File: config.mk
export PLATFORM = sky130hd
export DESIGN_NAME = stc_div_chain
export DESIGN_NICKNAME = d
export VERILOG_FILES = /design/src/hdl/stc_div_cell.sv /design/src/hdl/stc_div_chain.sv
export SDC_FILE = /design/constraint.sdc
export NUM_CORES = 1
export LEC_CHECK = 0
export ABC_AREA = 1
export ABC_CLOCK_PERIOD_IN_PS = 2000
export BUFFER_PORTS_ARGS = -buffer_cell sky130_fd_sc_hd__buf_4
export CAP_MARGIN = 20
export CORE_MARGIN = 1
export CORE_UTILIZATION = 57
export CTS_BUF_LIST = sky130_fd_sc_hd__clkbuf_16
export CTS_CLUSTER_DIAMETER = 120
export DETAILED_ROUTE_END_ITERATION = 10
export PLACE_DENSITY = 0.76
export RECOVER_POWER = 100
export SLEW_MARGIN = 15
export SYNTH_ARGS = -nofsm -noshare
export SYNTH_HDL_FRONTEND = slang
export SYNTH_SLANG_ARGS = --single-unit
File: constraint.sdc
create_clock -name clk_i -period 2 [get_ports clk_i]
set_clock_uncertainty 0.2 [all_clocks]
set_input_delay 0.2 -clock clk_i [delete_from_list [all_inputs] [get_ports clk_i]]
set_output_delay 0.2 -clock clk_i [all_outputs]
set_load 0.02 [all_outputs]
File: src/hdl/stc_div_cell.sv
// One restoring-division cell: a single quotient bit per cycle while en_i is high.
// Depends on nothing; instantiated in a row by stc_div_chain.
module stc_div_cell #(
  parameter int NW = 20,
  parameter int DW = 8,
  parameter int PW = 1
) (
  input  logic          clk_i,
  input  logic          rst_ni,
  input  logic          en_i,
  input  logic          valid_i,
  input  logic [NW-1:0] num_i,
  input  logic [DW-1:0] rem_i,
  input  logic [DW-1:0] den_i,
  input  logic [PW-1:0] pay_i,
  output logic          valid_o,
  output logic [NW-1:0] num_o,
  output logic [DW-1:0] rem_o,
  output logic [DW-1:0] den_o,
  output logic [PW-1:0] pay_o
);

  logic [DW:0]   trial;
  logic [DW:0]   diff;
  logic          ge;
  logic [NW-1:0] num_d;
  logic [DW-1:0] rem_d;

  // Shift in the next dividend bit, subtract if it fits
  always_comb begin
    trial = {rem_i, num_i[NW-1]};
    diff  = trial - {1'b0, den_i};
    ge    = (trial >= {1'b0, den_i});
    rem_d = ge ? diff[DW-1:0] : trial[DW-1:0];
    num_d = {num_i[NW-2:0], ge};
  end

  always_ff @(posedge clk_i or negedge rst_ni) begin
    if (!rst_ni) begin
      valid_o <= 1'b0;
    end else if (en_i) begin
      valid_o <= valid_i;
    end
  end

  always_ff @(posedge clk_i) begin
    if (en_i) begin
      num_o <= num_d;
      rem_o <= rem_d;
      den_o <= den_i;
      pay_o <= pay_i;
    end
  end

endmodule

File: src/hdl/stc_div_chain.sv
// Row of NW division cells giving quotient and remainder at the last cell.
// Depends on stc_div_cell.
module stc_div_chain #(
  parameter int NW = 20,
  parameter int DW = 8,
  parameter int PW = 1
) (
  input  logic          clk_i,
  input  logic          rst_ni,
  input  logic          en_i,
  input  logic          valid_i,
  input  logic [NW-1:0] num_i,
  input  logic [DW-1:0] den_i,
  input  logic [PW-1:0] pay_i,
  output logic          valid_o,
  output logic [NW-1:0] quo_o,
  output logic [DW-1:0] rem_o,
  output logic [PW-1:0] pay_o
);

  logic          v_w   [NW+1];
  logic [NW-1:0] num_w [NW+1];
  logic [DW-1:0] rem_w [NW+1];
  logic [DW-1:0] den_w [NW+1];
  logic [PW-1:0] pay_w [NW+1];

  assign v_w[0]   = valid_i;
  assign num_w[0] = num_i;
  assign rem_w[0] = '0;
  assign den_w[0] = den_i;
  assign pay_w[0] = pay_i;

  for (genvar g = 0; g < NW; g++) begin : g_cell
    stc_div_cell #(.NW(NW), .DW(DW), .PW(PW)) u_cell (
      .clk_i  (clk_i),
      .rst_ni (rst_ni),
      .en_i   (en_i),
      .valid_i(v_w[g]),
      .num_i  (num_w[g]),
      .rem_i  (rem_w[g]),
      .den_i  (den_w[g]),
      .pay_i  (pay_w[g]),
      .valid_o(v_w[g+1]),
      .num_o  (num_w[g+1]),
      .rem_o  (rem_w[g+1]),
      .den_o  (den_w[g+1]),
      .pay_o  (pay_w[g+1])
    );
  end

  assign valid_o = v_w[NW];
  assign quo_o   = num_w[NW];
  assign rem_o   = rem_w[NW];
  assign pay_o   = pay_w[NW];

endmodule

==> results.py <==
metrics = {
    "placed_design": {
        "gp_congestion": 0.873,
        "dpl_cell_area_sq_mm": 0.0375,
        "port_buffers": 62,
        "dp_hpwl_um": 44700,
    },
    "logic_synthesis": {
        "yosys.area_share.xor_xnor_pct": 1.48,
        "ys_top_cells_by_count": "nand2_1, edfxtp_1, inv_1",
        "synth_nets": 3109,
        "synth_mux_area_share_pct": 0,
        "synth_edf_count": 732,
        "yosysMostFrequentCell": "nand2_1",
        "synth_ff_type": "edfxtp_1",
        "yosysTopAreaCellShare_pct": 65.1,
        "syn_inst": 2903,
        "synth_compound_gate_area_share_pct": 1.66,
        "ys_seq_area_share_pct": 66.6,
        "async_flop_share_pct": 2.66,
        "synth.avg_cell_area_sq_um": 11.6,
        "yosys.area.top_type": "edfxtp_1",
        "yosys.area_share.simple_pct": 17.9,
        "ys_ff_latch": 752,
        "synth_area_leaders": "edfxtp_1, nand2_1, ha_1, inv_1, nand3_1",
        "synth_top_family_by_area": "simple AND/OR/NAND/NOR gates",
        "synth_fa_ha_area_share_pct": 6.84,
        "synth_area_sq_mm": 0.0338,
        "ys_warn_count": 0,
        "yosysUniqueCellTypes": 36,
    },
    "floorplanning": {
        "die_area_sq_mm": 0.0602,
        "core_area_sq_mm": 0.0581,
        "io_pins": 63,
        "rows": 88,
        "die_w_um": 245,
        "die_h_um": 245,
        "start_util_pct": 58.1,
    },
    "power": {
        "powerDensity_mw_per_mm2": 1400,
        "finalPower_mw": 63.9,
        "power.leakage_nw": 19.6,
        "ir_drop_uv": 1100,
    },
    "finish": {
        "layout-drive-gt1-share_pct": 37.9,
        "diodes": 0,
        "final_nets": 3787,
        "area_growth_pct": 35.0,
        "postLayoutCellArea_sq_mm": 0.0456,
    },
    "clocking": {
        "clk_pin_slew_ps": 60,
        "h-tree-depth": 3,
        "cts_buffer_depth": 3,
        "cts_tree": "yes",
        "clkLatencyLatePin_ps": 630,
        "cts.sinks": 752,
        "cts_inserted_buffers": 77,
        "clock-root-buffer": "clkbuf_16",
    },
    "grt": {
        "grt_pass1_vias": 22132,
        "gr-total-overflow": 0,
        "grt_max_degree": 80,
        "grt_use_total_pct": 22.4,
        "antenna_found_initial": 0,
        "grt_pass1_wl_um": 107000,
    },
    "worst_setup_path": {
        "crit_path_end_kind": "flip-flop",
        "crit_arrival_ps": 2250,
        "path_cells": "inv_2 > ha_4 > or2_4 > nand3b_1 > nand2_2 > nand2_4 > nand2_4 > nand2_1 > nand2_1",
        "path_class": "flip-flop to flip-flop",
        "critPathMaxStageDelay_ps": 420,
        "cp_max_fo": 6,
        "cp-start-kind": "flip-flop",
        "crit_required_ps": 2160,
        "slowest_stage": "edfxtp_1",
        "ff2ff_setup_slack_ps": -90,
    },
    "outcome": {
        "failed_checks": "negative setup slack",
        "status": "finished with violations",
    },
    "timing": {
        "rsz0062_at_grt": "yes",
        "tightest_slew_ps": 913,
        "setup_slack_ps": -88.1,
        "clock.fmax_mhz": 479,
        "finalCritPeriodShare_pct": 104,
        "slew_violations": 0,
        "finalCriticalPeriod_ps": 2090,
        "setup_viol": 63,
        "finalHoldViolCount": 0,
        "relSlewSlack_pct": 38.9,
    },
    "flow_run": {
        "maxCapViolCount": 0,
    },
    "route": {
        "num_vias": 23425,
        "drt_iter0_drc": 1598,
        "post-route-drc-count": 0,
        "drt_wl_total_um": 75100,
        "drtPass1Iterations": 7,
        "final_antenna_net_count": 0,
        "via_per_inst": 5.32,
        "wl_per_cell_um": 17.0,
    },
    "hold_path": {
        "hp-class": "primary input to flip-flop",
    },
}
-- layout by cell type, fill, tap and decap left out, types with 9 or more instances in the layout --
cell type      Yosys  final
nand3_1          275    205
nand2_1          792    608
dfrtp_1           20     20
nand2_8            4     12
inv_1            446    363
clkbuf_4           0     46
nand2_2           48    198
edfxtp_1         732    732
a21oi_4            2     12
xor2_1            34     33
inv_2              0     96
nor3_4             0      9
dlygate4sd3_1      0     33
ha_2               0     12
nor2_4             3     24
nand3_2            1     66
o21ai_0           11     11
bufinv_16          0     12
clkbuf_16          0     81
a21oi_1           77     50
buf_6             10     35
nand4_1           34     34
nand3b_1          10     10
clkbuf_1           3     21
ha_4               0    118
nor2_2            11     27
xnor2_1           23     23
buf_12             0     25
a21oi_2           10     28
nor2_1           112     78
fa_2               0     17
nand2_4           24     73
ha_1             154     24
clkinv_2           0     19
buf_4              3    430
-- worst max-delay path, delay by kind of cell (launching register included) --
family	cells	cell delay [ps]
adder cells (fa/ha/maj)	1	220
buffers and inverters	1	100
flip-flops	1	420
AND/OR/NAND/NOR	7	880
-- registers in the layout (all words and copies together) (netlist names) --
| register | flops |
|---|---|
| g_cell.u_cell.num_o | 400 |
| g_cell.u_cell.pay_o | 20 |
| g_cell.u_cell.den_o | 152 |
| g_cell.u_cell.valid_o | 20 |
| g_cell.u_cell.rem_o | 160 |
-- cells by family after synthesis --
group,count (synthesis)
buffers and inverters,474
XOR/XNOR,57
flip-flops,752
AO/OA/AOI/OAI,100
AND/OR/NAND/NOR,1347
adder cells (fa/ha/maj),173
-- layer usage --
| metal | wire length (um) | track usage [%] | up-vias |
|---|---|---|---|
| met3 | 3310 | 3.49 | 206 |
| met1 | 30100 | 28.4 | 11339 |
| met5 | 0 | 0 | - |
| li1 | - | - | 11151 |
| met4 | 2500 | 8.31 | 0 |
| met2 | 39200 | 38.8 | 729 |
-- final cells by class --
| type | instances | area (sq um) |
|---|---|---|
| clock buffers | 81 | 2030 |
| clock inverters | 58 | 622 |
| fillers | 3266 | 12600 |
| inverters | 451 | 1700 |
| multi-input cells | 1708 | 12900 |
| flip-flops and latches | 752 | 22500 |
| well taps | 765 | 957 |
| repair buffers | 591 | 4890 |
-- per-stage QoR --
stage	utilization (%)	setup TNS [ps]	cells	hold WS (ps)	setup WS, ps
floorplan	-	0	2903	-296	81.1
global placement	64.5	-4450	3997	-118	-143
detailed placement	64.5	-7930	3997	-104	-134
CTS	72.1	-21.3	4235	62.2	-8.21
global route	78.4	-8910	4406	95.3	-157
finish	78.4	-2170	4406	111	-88.1
-- where the power goes --
group          switching [mW]  internal (mW)
Sequential               1.91           20.8
Combinational            14.3           12.1
Clock                    5.90           8.91
Total                    22.1           41.8
-- worst paths after layout --
path / to / cells past startpoint / start
setup / recovery: g_cell[12].u_cell.rem_o[2] / 9 / g_cell[11].u_cell.den_o[2]
hold / removal: g_cell[0].u_cell.num_o[18] / 2 / num_i[17]
setup reg to reg: g_cell[12].u_cell.rem_o[2] / 9 / g_cell[11].u_cell.den_o[2]
hold reg to reg: g_cell[5].u_cell.pay_o / 0 / g_cell[4].u_cell.pay_o
max in group asynchronous: g_cell[9].u_cell.valid_o / 3 / rst_ni
min in group asynchronous: g_cell[19].u_cell.valid_o / 3 / rst_ni
-- repair_timing --
item                                    CTS  global route
hold endpoints to repair                212             0
pin swaps                                35           250
gates cloned                             15            16
setup buffers                            51           155
hold buffers                             33             0
gates resized for setup                 144           597
endpoints found under the setup margin  155           162
No activity file was read; power rests on OpenSTA's default activity.
